**config.mk**
```make
export PLATFORM = sky130hd
export DESIGN_NAME = compact_field_skipper_core
export DESIGN_NICKNAME = d
export VERILOG_FILES = /design/src/rtl/cfs_pkg.sv /design/src/rtl/compact_field_skipper_core.sv /design/src/rtl/cfs_dpath.sv /design/src/rtl/cfs_ctrl.sv
export SDC_FILE = /design/constraint.sdc
export NUM_CORES = 2
export LEC_CHECK = 0
export ABC_AREA = 1
export ABC_CLOCK_PERIOD_IN_PS = 6800
export BUFFER_PORTS_ARGS = -buffer_cell sky130_fd_sc_hd__buf_2
export CORE_ASPECT_RATIO = 0.7
export CORE_MARGIN = 10
export CORE_UTILIZATION = 60
export DETAILED_ROUTE_END_ITERATION = 6
export GPL_TIMING_DRIVEN = 0
export HOLD_SLACK_MARGIN = 0.05
export PLACE_DENSITY = 0.77
export SLEW_MARGIN = 5
export SYNTH_ARGS = -nofsm -noshare
export SYNTH_HDL_FRONTEND = slang
export SYNTH_HIERARCHICAL = 1
export SYNTH_SLANG_ARGS = --single-unit
```
**constraint.sdc**
```tcl
create_clock -name clk -period 6.8 [get_ports clk]
set_input_delay 1.36 -clock clk [delete_from_list [all_inputs] [get_ports clk]]
set_output_delay 1.36 -clock clk [all_outputs]
set_load 0.005 [all_outputs]
```
**src/rtl/cfs_pkg.sv**
```systemverilog
// Shared types and constants for the compact field skipper.
// Used by cfs_ctrl, cfs_dpath and compact_field_skipper_core. No dependencies.
package cfs_pkg;

  localparam int MaxDepth = 8;
  localparam int LvlW = $clog2(MaxDepth + 1);
  localparam int IdxW = (MaxDepth > 1) ? $clog2(MaxDepth) : 1;

  localparam logic [1:0] KIND_START = 2'd0;
  localparam logic [1:0] KIND_DATA  = 2'd1;
  localparam logic [1:0] KIND_END   = 2'd2;
  localparam logic [1:0] KIND_RSVD  = 2'd3;

  localparam logic [2:0] ST_OK      = 3'd0;
  localparam logic [2:0] ST_UNSUP   = 3'd1;
  localparam logic [2:0] ST_VARINT  = 3'd2;
  localparam logic [2:0] ST_ZDELTA  = 3'd3;
  localparam logic [2:0] ST_WRAP    = 3'd4;
  localparam logic [2:0] ST_ENDED   = 3'd5;
  localparam logic [2:0] ST_DEEP    = 3'd6;

  localparam logic [3:0] PH_IDLE  = 4'd0;
  localparam logic [3:0] PH_I8    = 4'd1;
  localparam logic [3:0] PH_V32   = 4'd2;
  localparam logic [3:0] PH_V64   = 4'd3;
  localparam logic [3:0] PH_BLEN  = 4'd4;
  localparam logic [3:0] PH_PAY   = 4'd5;
  localparam logic [3:0] PH_LHDR  = 4'd6;
  localparam logic [3:0] PH_LSIZE = 4'd7;
  localparam logic [3:0] PH_SHDR  = 4'd8;
  localparam logic [3:0] PH_DELTA = 4'd9;

  localparam logic [3:0] T_I8 = 4'd3;
  localparam logic [3:0] T_I16 = 4'd4;
  localparam logic [3:0] T_I32 = 4'd5;
  localparam logic [3:0] T_I64 = 4'd6;
  localparam logic [3:0] T_BIN = 4'd8;
  localparam logic [3:0] T_LIST = 4'd9;
  localparam logic [3:0] T_STRUCT = 4'd12;

  // controller -> datapath commands
  typedef struct packed {
    logic       clear;     // start: reset counters
    logic       count;     // data byte: bump byte total
    logic       work;      // data byte: run one parse step
    logic       adv;       // pop / continue step after a finished value
    logic       stop;      // end of buffer: drop the parse
  } cfs_cmd_t;

  // datapath -> controller status
  typedef struct packed {
    logic       done;      // parse finished this step
    logic       more;      // another advance step is needed
    logic [2:0] st;
  } cfs_stat_t;

  function automatic logic type_ok(input logic [3:0] t);
    return t == T_I8 || t == T_I16 || t == T_I32 || t == T_I64 ||
           t == T_BIN || t == T_LIST || t == T_STRUCT;
  endfunction

endpackage

```
**src/rtl/compact_field_skipper_core.sv**
```systemverilog
// Top level of the compact field skipper: walks one compact-protocol value.
// Depends on cfs_pkg, cfs_ctrl and cfs_dpath.
// Results: an error found on a byte shows on out_valid the cycle after that byte is
//   taken; a finished value first goes through the advance state, which pops lists.
// Throughput: one word per cycle while no advance is due or result waits on out_stall;
//   a finished leaf or closed struct stalls the input through the advance state.
// Reset: synchronous rst returns to idle with an empty stack and no result pending.
module compact_field_skipper_core import cfs_pkg::*; (
  input  logic        clk,
  input  logic        rst,
  input  logic        in_valid,
  output logic        in_stall,
  input  logic [1:0]  kind,
  input  logic [3:0]  start_type,
  input  logic [7:0]  data_byte,
  output logic        out_valid,
  input  logic        out_stall,
  output logic [2:0]  status,
  output logic [31:0] consumed
);

  cfs_cmd_t  cmd;
  cfs_stat_t stat;
  logic      idle;
  logic [31:0] total;

  // sequence the handshake and the advance loop
  cfs_ctrl u_ctrl (
    .clk(clk), .rst(rst),
    .in_valid(in_valid), .in_stall(in_stall), .kind(kind),
    .out_valid(out_valid), .out_stall(out_stall),
    .status(status), .consumed(consumed),
    .cmd(cmd), .stat(stat), .idle(idle), .total(total)
  );

  // parse state, frame stack and byte counter
  cfs_dpath u_dpath (
    .clk(clk), .rst(rst), .cmd(cmd),
    .start_type(start_type), .data_byte(data_byte),
    .stat(stat), .idle(idle), .total(total)
  );

endmodule

```
**src/rtl/cfs_dpath.sv**
```systemverilog
// Datapath of the compact field skipper: phase, frame stack, varint, counters.
// Depends on cfs_pkg; driven by cfs_ctrl.
module cfs_dpath import cfs_pkg::*; (
  input  logic       clk,
  input  logic       rst,
  input  cfs_cmd_t   cmd,
  input  logic [3:0] start_type,
  input  logic [7:0] data_byte,
  output cfs_stat_t  stat,
  output logic       idle,
  output logic [31:0] total
);

  logic [3:0]  phase, phase_next;
  logic [LvlW-1:0] level, level_next;
  logic [3:0]  pending, pending_next;
  logic [3:0]  vbytes, vbytes_next;
  logic [31:0] vvalue, vvalue_next;
  logic [31:0] payload, payload_next;
  logic [31:0] byte_total, byte_total_next;

  logic        f_list [MaxDepth];
  logic [3:0]  f_elem [MaxDepth];
  logic [31:0] f_rem  [MaxDepth];
  logic [15:0] f_id   [MaxDepth];

  logic        wr_open, wr_elem, wr_rem, wr_id;
  logic [IdxW-1:0] wr_idx;
  logic        open_list;
  logic [3:0]  elem_val;
  logic [31:0] rem_val;
  logic [15:0] id_val;

  logic [IdxW-1:0] top;
  logic [3:0]  nib_lo, nib_hi;
  logic [3:0]  vn;
  logic [31:0] vacc;
  logic        vbad, vmore;
  logic [15:0] id_sum;

  assign top = (level == '0) ? '0 : IdxW'(level - 1'b1);
  assign idle = phase == PH_IDLE;
  assign total = byte_total_next;
  assign nib_lo = data_byte[3:0];
  assign nib_hi = data_byte[7:4];

  always_comb begin
    logic [3:0] bt;
    logic       bg;
    logic       st_err;
    logic [15:0] d;
    phase_next = phase;
    level_next = level;
    pending_next = pending;
    vbytes_next = vbytes;
    vvalue_next = vvalue;
    payload_next = payload;
    byte_total_next = byte_total;
    wr_open = 1'b0; wr_elem = 1'b0; wr_rem = 1'b0; wr_id = 1'b0;
    wr_idx = top; open_list = 1'b0;
    elem_val = nib_lo; rem_val = '0; id_val = '0;
    stat = '0;
    bt = '0; bg = 1'b0; st_err = 1'b0; d = '0;
    vn = vbytes + 4'd1;
    vacc = vvalue;
    unique case (vbytes)
      4'd0: vacc = vvalue | {25'd0, data_byte[6:0]};
      4'd1: vacc = vvalue | {18'd0, data_byte[6:0], 7'd0};
      4'd2: vacc = vvalue | {11'd0, data_byte[6:0], 14'd0};
      4'd3: vacc = vvalue | {4'd0, data_byte[6:0], 21'd0};
      4'd4: vacc = vvalue | {data_byte[3:0], 28'd0};
      default: vacc = vvalue;
    endcase
    if (phase == PH_V64) begin
      vbad  = (vn >= 4'd10) && ((data_byte & 8'hfe) != 8'd0);
      vmore = (vn < 4'd10) && data_byte[7];
    end else begin
      vbad  = (vn >= 4'd5) && ((data_byte & 8'hf0) != 8'd0);
      vmore = (vn < 4'd5) && data_byte[7];
    end
    id_sum = f_id[top] + d;

    if (cmd.clear) begin
      level_next = '0;
      byte_total_next = '0;
      payload_next = '0;
      bt = start_type; bg = 1'b1;
    end else if (cmd.count && byte_total != 32'hffffffff) begin
      byte_total_next = byte_total + 32'd1;
    end

    if (cmd.work) begin
      unique case (phase)
        PH_I8: stat.more = 1'b1;
        PH_V32, PH_BLEN, PH_LSIZE, PH_DELTA, PH_V64: begin
          vbytes_next = vn;
          if (phase != PH_V64) vvalue_next = vacc;
          if (vbad) begin
            stat.done = 1'b1; stat.st = ST_VARINT;
          end else if (!vmore) begin
            unique case (phase)
              PH_BLEN: begin
                if (vacc == '0) stat.more = 1'b1;
                else begin payload_next = vacc; phase_next = PH_PAY; end
              end
              PH_LSIZE: begin
                wr_rem = 1'b1; rem_val = vacc;
                if (!type_ok(f_elem[top])) begin
                  stat.done = 1'b1; stat.st = ST_UNSUP;
                end else stat.more = 1'b1;
              end
              PH_DELTA: begin
                d = vacc[15:0];
                id_sum = f_id[top] + d;
                st_err = 1'b1;
                bt = pending;
              end
              default: stat.more = 1'b1;
            endcase
          end
        end
        PH_PAY: begin
          if (payload > 32'd1) payload_next = payload - 32'd1;
          else begin payload_next = '0; stat.more = 1'b1; end
        end
        PH_LHDR: begin
          wr_elem = 1'b1; elem_val = nib_lo;
          if (nib_hi == 4'hf) begin
            vbytes_next = '0; vvalue_next = '0; phase_next = PH_LSIZE;
          end else begin
            wr_rem = 1'b1; rem_val = {28'd0, nib_hi};
            if (!type_ok(nib_lo)) begin
              stat.done = 1'b1; stat.st = ST_UNSUP;
            end else stat.more = 1'b1;
          end
        end
        PH_SHDR: begin
          if (nib_lo == 4'd0) begin
            if (level != '0) level_next = level - 1'b1;
            stat.more = 1'b1;
          end else if (nib_hi == 4'd0) begin
            pending_next = nib_lo;
            vbytes_next = '0; vvalue_next = '0; phase_next = PH_DELTA;
          end else begin
            d = {12'd0, nib_hi};
            id_sum = f_id[top] + d;
            st_err = 1'b1;
            bt = nib_lo;
          end
        end
        default: begin stat.done = 1'b1; stat.st = ST_UNSUP; end
      endcase
      if (st_err) begin
        if (d == '0) begin stat.done = 1'b1; stat.st = ST_ZDELTA; end
        else begin
          wr_id = 1'b1; id_val = id_sum;
          if (id_sum == '0) begin stat.done = 1'b1; stat.st = ST_WRAP; end
          else bg = 1'b1;
        end
      end
    end

    if (cmd.adv) begin
      if (level == '0) begin
        stat.done = 1'b1; stat.st = ST_OK;
      end else if (f_list[top]) begin
        if (f_rem[top] == '0) begin
          level_next = level - 1'b1; stat.more = 1'b1;
        end else begin
          wr_rem = 1'b1; rem_val = f_rem[top] - 32'd1;
          bt = f_elem[top]; bg = 1'b1;
        end
      end else phase_next = PH_SHDR;
    end

    if (bg) begin
      vbytes_next = '0; vvalue_next = '0;
      unique case (bt)
        T_I8: phase_next = PH_I8;
        T_I16, T_I32: phase_next = PH_V32;
        T_I64: phase_next = PH_V64;
        T_BIN: phase_next = PH_BLEN;
        T_LIST, T_STRUCT: begin
          if (32'(level_next) >= 32'(MaxDepth)) begin
            stat.done = 1'b1; stat.st = ST_DEEP;
          end else begin
            wr_open = 1'b1; wr_idx = IdxW'(level_next);
            open_list = bt == T_LIST;
            level_next = level_next + 1'b1;
            phase_next = (bt == T_LIST) ? PH_LHDR : PH_SHDR;
          end
        end
        default: begin stat.done = 1'b1; stat.st = ST_UNSUP; end
      endcase
    end

    if (cmd.stop) begin
      stat.done = 1'b1; stat.st = ST_ENDED;
    end

    if (stat.done) begin
      stat.more = 1'b0;
      phase_next = PH_IDLE; level_next = '0;
      vbytes_next = '0; vvalue_next = '0; payload_next = '0;
    end
  end

  // an opened frame sits above the current top whenever a top write lands too
  always_ff @(posedge clk) begin
    if (wr_elem) f_elem[top] <= elem_val;
    if (wr_rem) f_rem[top] <= rem_val;
    if (wr_id) f_id[top] <= id_val;
    if (wr_open) begin
      f_list[wr_idx] <= open_list;
      f_elem[wr_idx] <= '0;
      f_rem[wr_idx] <= '0;
      f_id[wr_idx] <= '0;
    end
  end

  always_ff @(posedge clk) begin
    if (rst) begin
      phase <= PH_IDLE;
      level <= '0;
      pending <= '0;
      vbytes <= '0;
      vvalue <= '0;
      payload <= '0;
      byte_total <= '0;
    end else begin
      phase <= phase_next;
      level <= level_next;
      pending <= pending_next;
      vbytes <= vbytes_next;
      vvalue <= vvalue_next;
      payload <= payload_next;
      byte_total <= byte_total_next;
    end
  end

`ifndef SYNTH
  a_depth: assert property (@(posedge clk) disable iff (rst)
    32'(level) <= 32'(MaxDepth)) else $error("stack level past depth");
  a_done_idle: assert property (@(posedge clk) disable iff (rst)
    stat.done |=> idle) else $error("not idle after result");
  a_excl: assert property (@(posedge clk) disable iff (rst)
    !(stat.done && stat.more)) else $error("done and more together");
`endif

endmodule

```
**src/rtl/cfs_ctrl.sv**
```systemverilog
// Controller of the compact field skipper: handshakes, advance loop, result register.
// Depends on cfs_pkg; drives cfs_dpath.
module cfs_ctrl import cfs_pkg::*; (
  input  logic       clk,
  input  logic       rst,
  input  logic       in_valid,
  output logic       in_stall,
  input  logic [1:0] kind,
  output logic       out_valid,
  input  logic       out_stall,
  output logic [2:0] status,
  output logic [31:0] consumed,
  output cfs_cmd_t   cmd,
  input  cfs_stat_t  stat,
  input  logic       idle,
  input  logic [31:0] total
);

  localparam logic [0:0] S_TAKE = 1'b0;
  localparam logic [0:0] S_ADV  = 1'b1;

  logic [0:0] state, state_next;
  logic       hold, take, fire;
  logic       ov, ov_next;
  logic [2:0] rst_st;
  logic [31:0] rcount;

  // only a taken word waits for a free output register; advance results do not wait
  assign hold = ov && out_stall;
  assign in_stall = (state != S_TAKE) || hold;
  assign take = in_valid && !in_stall;
  assign out_valid = ov;
  assign status = rst_st;
  assign consumed = rcount;

  always_comb begin
    cmd = '0;
    state_next = state;
    unique case (state)
      S_TAKE: if (take) begin
        unique case (kind)
          KIND_START: cmd.clear = 1'b1;
          KIND_DATA: if (!idle) begin cmd.count = 1'b1; cmd.work = 1'b1; end
          KIND_END: if (!idle) cmd.stop = 1'b1;
          default: ;
        endcase
      end
      S_ADV: cmd.adv = 1'b1;
      default: ;
    endcase
    fire = stat.done;
    if (stat.more) state_next = S_ADV;
    else if (state == S_ADV) state_next = S_TAKE;
    ov_next = (ov && out_stall) || fire;
  end

  always_ff @(posedge clk) begin
    if (fire) begin
      rst_st <= stat.st;
      rcount <= total;
    end
  end

  always_ff @(posedge clk) begin
    if (rst) begin
      state <= S_TAKE;
      ov <= 1'b0;
    end else begin
      state <= state_next;
      ov <= ov_next;
    end
  end

`ifndef SYNTH
  a_no_take_adv: assert property (@(posedge clk) disable iff (rst)
    state == S_ADV |-> !take) else $error("input taken mid advance");
  a_no_over: assert property (@(posedge clk) disable iff (rst)
    hold |-> !fire) else $error("result overwrote pending word");
  a_hold: assert property (@(posedge clk) disable iff (rst)
    hold |=> ov) else $error("pending result lost");
`endif

endmodule

```
==> flow_metrics.py <==
metrics = {
    "die": {
        "chipHeight_um": 214.8,
        "dieWidth_um": 298.3,
        "design.die.area_mm2": 0.06409,
        "floorplan.core_area_mm2": 0.05366,
        "initial_utilization_pct": 60.64,
        "ios": 55,
        "rows": 71,
    },
    "cts": {
        "tritoncts": "done",
        "insertion_delay_ns": 0.65,
        "clock_path_buffers": 3,
        "cts-htree-levels": 2,
        "numCtsBuffers": 55,
        "root_buffer": "sky130_fd_sc_hd__clkbuf_16",
        "clk_pin_slew_worst_setup_hold_paths_ns": 0.07,
        "postCtsHoldBufs": 0,
        "total_number_of_clock_tree_sinks": 573,
    },
    "cells_and_area": {
        "layout-area-overhead-vs-synth_pct": 9.314,
        "layout-drive-gt1-share_pct": 11.31,
        "count_of_inserted_antenna_diode_cells": 0,
        "stdcell_count": 5919,
        "finalNetCount": 5193,
        "layout.filler_cells": 5133,
    },
    "pwr": {
        "vdd_ir_drop_max_mv": 0.2011,
        "power.density_mw_per_mm2": 186.1,
        "static-leakage-power_nw": 17.38,
    },
    "timing": {
        "grt_setup_unrepaired": "false",
        "holdWs_ns": 0.5087,
        "timing.final.hold_violations": 0,
        "finalWorstSetupSlack_ns": 0.2916,
        "min_period_over_period_pct": 95.71,
        "max_slew.worst_pin.slew_ns": 1.563,
        "max_slew_margin_pct": -5.324,
        "finalSetupViolCount": 0,
        "max_freq_mhz": 153.6,
        "period_minus_slack_ns": 6.508,
        "count_of_pins_over_their_slew_limit": 9,
        "final.setup_skew_ns": 0.03955,
    },
    "placed_design": {
        "placed_cell_count": 5814,
        "routabilityCongestion": 1.037,
        "place_hpwl_um": 91880,
        "number_of_buffers_inserted_by_port_buffering": 54,
        "dpl_worst_slack_ns": -0.1293,
    },
    "setup_path": {
        "rr_endpoint": "u_dpath/f_elem[3][2]",
        "reg2reg_depth": 39,
        "setup.worst_path.end_class": "register",
        "setup.worst_path.start": "u_dpath/level[0]",
        "reg2reg_slack_ns": 0.29,
        "worst-path-max-fanout": 10,
        "crit_end": "u_dpath/f_elem[3][2]",
        "timing.critical_path.mode_cell": "sky130_fd_sc_hd__nand2_1",
        "critical_path.reg2reg.startpoint": "u_dpath/level[0]",
        "crit_path_top_delay_cell": "sky130_fd_sc_hd__fa_1",
        "setup.worst_path.start_class": "register",
        "cp.arrival_ns": 7.07,
        "cpPeakStageDelay_ns": 0.42,
        "timing_worst_setup_path_type": "reg -> reg",
        "worst-endpoint-required_ns": 7.36,
    },
    "logic_synthesis": {
        "synth.ff_latch_count": 573,
        "ys.flop_type": "sky130_fd_sc_hd__dfxtp_1",
        "syn-num-nets": 5079,
        "synth-seq-area-share_pct": 36.58,
        "syn-mean-instance-area_um2": 6.470,
        "postSynthCellCount": 5029,
        "synth_warnings": 6,
        "ys_types": 66,
        "area_of_the_mapped_netlist_mm2": 0.03254,
        "synth-edff-count": 43,
        "async_reset_ff_share_pct": 0,
    },
    "drt": {
        "detailedRoute.firstIterationViolations": 6161,
        "avgRoutedWirePerCell_um": 21.35,
        "drtPass1Iterations": 6,
        "routed_via_density": 5.923,
        "finalWirelength_um": 126400,
        "final_antenna_net_count": 0,
        "post-route-drc-count": 0,
        "vias": 35060,
    },
    "run_status": {
        "run_status": "finished, violations left",
        "failed_checks": "capacitance limit, slew limit",
    },
    "global_routing": {
        "grt_start_max_net_pins": 38,
        "first_global_vias": 30790,
        "antenna_violations_before_repair": 1,
        "grt_pass1_wl_um": 188000,
        "grtUsageTotal_pct": 37.57,
        "gr-total-overflow": 0,
    },
    "hold_path": {
        "timing.hold.worst.start": "u_dpath/vvalue[25]",
        "hp-class": "reg -> reg",
    },
    "job": {
        "cap_viol_max_count": 1,
    },
}
report_power, final:
group	switching [W]	internal [W]	leakage [nW]	total (W)
logic	0.000117	0.0000333	11.8	0.000150
clock network	0.00141	0.00166	0.863	0.00307
registers	0.00000144	0.00340	4.70	0.00340
total	0.00153	0.00509	17.4	0.00662
area by class of cell:
type | instances | area [um^2] | area share [%]
Sequential cell | 573 | 11900 | 33.47
Tap cell | 730 | 913.4 | 2.568
Clock buffer | 87 | 1637 | 4.601
Buffer | 235 | 1348 | 3.789
Clock inverter | 16 | 131.4 | 0.3694
Timing Repair Buffer | 59 | 307.8 | 0.8654
Inverter | 805 | 3034 | 8.531
Multi-Input combinational cell | 3414 | 16290 | 45.81
layer usage:
| metal | global-route usage (%) | wire [um] | part of all wire [%] | vias to the layer above |
|---|---|---|---|---|
| li1 | - | - | - | 16170 |
| met1 | 53.14 | 50790 | 40 | 15930 |
| met2 | 51.37 | 48850 | 39 | 2601 |
| met3 | 12.79 | 21140 | 17 | 355 |
| met4 | 14.82 | 5571 | 4.4 | 0 |
| met5 | 0 | 0 | 0 | - |
registers in the layout (all words and copies together) (netlist names):
signal              flops
u_dpath/f_elem         32
u_dpath/pending         4
u_ctrl/consumed        32
u_dpath/f_list          8
u_dpath/level           4
u_dpath/byte_total     32
u_dpath/f_id          128
u_dpath/payload        32
u_ctrl/state            1
u_dpath/phase           4
u_ctrl/status           3
u_ctrl/out_valid        1
u_dpath/f_rem         256
u_dpath/vbytes          4
u_dpath/vvalue         32
cells by family after synthesis:
family | Yosys count | synth area share (%)
xor gates and xnor gates | 44 | 1.208
AOI/OAI and AO/OA | 1006 | 17.27
DFF | 573 | 36.58
buffers and inverters | 1042 | 13.47
and+or+nand+nor | 2332 | 30.22
adders and majority gates | 32 | 1.254
through the flow:
| step | setup TNS, ns | util (%) | instance area [um^2] | power, W |
|---|---|---|---|---|
| after floorplan | 0 | - | 32540 | 0.003558 |
| after global placement | -19.02 | 62.84 | 33720 | 0.003616 |
| after detailed placement | -2.535 | 62.86 | 33730 | 0.003616 |
| after CTS | 0 | 66.17 | 35500 | 0.006623 |
| after global routing | 0 | 66.29 | 35570 | 0.006779 |
| final | 0 | 66.29 | 35570 | 0.006620 |
timing repair:
| item | 4_1_cts | 5_1_grt |
|---|---|---|
| setup endpoints to repair | 37 | 548 |
| pin swaps | 0 | 2 |
| resized for setup | 1 | 14 |
| cloned | 0 | 0 |
| setup buffers | 0 | 4 |
cell usage in the layout, fill, tap and decap left out, types with 9 or more instances in the layout:
cell / netlist / routed
sky130_fd_sc_hd__a211oi_1: 11 / 11
sky130_fd_sc_hd__a21oi_1: 176 / 174
sky130_fd_sc_hd__a22oi_1: 50 / 50
sky130_fd_sc_hd__a31oi_1: 9 / 9
sky130_fd_sc_hd__a32oi_1: 27 / 27
sky130_fd_sc_hd__buf_2: 51 / 102
sky130_fd_sc_hd__buf_4: 28 / 32
sky130_fd_sc_hd__buf_6: 39 / 38
sky130_fd_sc_hd__clkbuf_1: 111 / 129
sky130_fd_sc_hd__clkbuf_16: 0 / 55
sky130_fd_sc_hd__clkbuf_8: 0 / 14
sky130_fd_sc_hd__clkinv_2: 0 / 9
sky130_fd_sc_hd__dfxtp_1: 530 / 529
sky130_fd_sc_hd__edfxtp_1: 43 / 43
sky130_fd_sc_hd__ha_1: 31 / 30
sky130_fd_sc_hd__inv_1: 614 / 614
sky130_fd_sc_hd__inv_2: 180 / 179
sky130_fd_sc_hd__nand2_1: 1541 / 1540
sky130_fd_sc_hd__nand2_2: 51 / 50
sky130_fd_sc_hd__nand2_4: 8 / 9
sky130_fd_sc_hd__nand3_1: 114 / 114
sky130_fd_sc_hd__nand4_1: 42 / 42
sky130_fd_sc_hd__nor2_1: 363 / 362
sky130_fd_sc_hd__nor2_2: 39 / 40
sky130_fd_sc_hd__nor3_1: 87 / 87
sky130_fd_sc_hd__nor4_1: 45 / 45
sky130_fd_sc_hd__o21ai_0: 539 / 537
sky130_fd_sc_hd__o21ai_1: 60 / 62
sky130_fd_sc_hd__o21bai_1: 16 / 16
sky130_fd_sc_hd__o22ai_1: 57 / 57
sky130_fd_sc_hd__xnor2_1: 16 / 16
sky130_fd_sc_hd__xor2_1: 27 / 27
worst max-delay path: cells and delay by family (launching register included):
kind / cells / cell delay, ns
AND/OR/NAND/NOR: 22 / 3.03
AO/OA/AOI/OAI: 3 / 0.29
buffers and inverters: 11 / 1.77
flip-flops: 1 / 0.38
adder cells (fa/ha/maj): 3 / 0.93
Yosys cell counts (9+ instances only):
cell	instances	area share (%)
sky130_fd_sc_hd__nand2_1	1541	18
sky130_fd_sc_hd__nand4_1	42	0.81
sky130_fd_sc_hd__o21bai_1	16	0.37
sky130_fd_sc_hd__o22ai_1	57	1.1
sky130_fd_sc_hd__buf_2	51	0.78
sky130_fd_sc_hd__edfxtp_1	43	4.0
sky130_fd_sc_hd__xor2_1	27	0.73
sky130_fd_sc_hd__inv_2	180	2.1
sky130_fd_sc_hd__a211oi_1	11	0.25
sky130_fd_sc_hd__buf_6	39	1.3
sky130_fd_sc_hd__nor2_1	363	4.2
sky130_fd_sc_hd__a21oi_1	176	2.7
sky130_fd_sc_hd__xnor2_1	16	0.43
sky130_fd_sc_hd__o21ai_1	60	0.92
sky130_fd_sc_hd__a31oi_1	9	0.17
sky130_fd_sc_hd__nor3_1	87	1.3
sky130_fd_sc_hd__dfxtp_1	530	33
sky130_fd_sc_hd__buf_4	28	0.65
sky130_fd_sc_hd__ha_1	31	1.2
sky130_fd_sc_hd__nor2_2	39	0.75
sky130_fd_sc_hd__nand3_1	114	1.8
sky130_fd_sc_hd__nor4_1	45	0.87
sky130_fd_sc_hd__inv_1	614	7.1
sky130_fd_sc_hd__a22oi_1	50	1.2
sky130_fd_sc_hd__nand2_2	51	0.98
sky130_fd_sc_hd__clkbuf_1	111	1.3
sky130_fd_sc_hd__o21ai_0	539	8.3
sky130_fd_sc_hd__a32oi_1	27	0.73
worst min path at each step:
stage | endpoint | depth (start not counted) | slack [ns]
finish | u_dpath/vvalue[25] | 2 | 0.51
global route | u_dpath/vvalue[23] | 2 | 0.53
CTS | u_dpath/vvalue[25] | 2 | 0.50
detailed placement | u_dpath/vvalue[25] | 2 | 0.49
global placement | u_dpath/vvalue[25] | 2 | 0.47
floorplan | u_dpath/vvalue[12] | 2 | 0.46
Note: power is estimated with default switching activity, not from simulation.
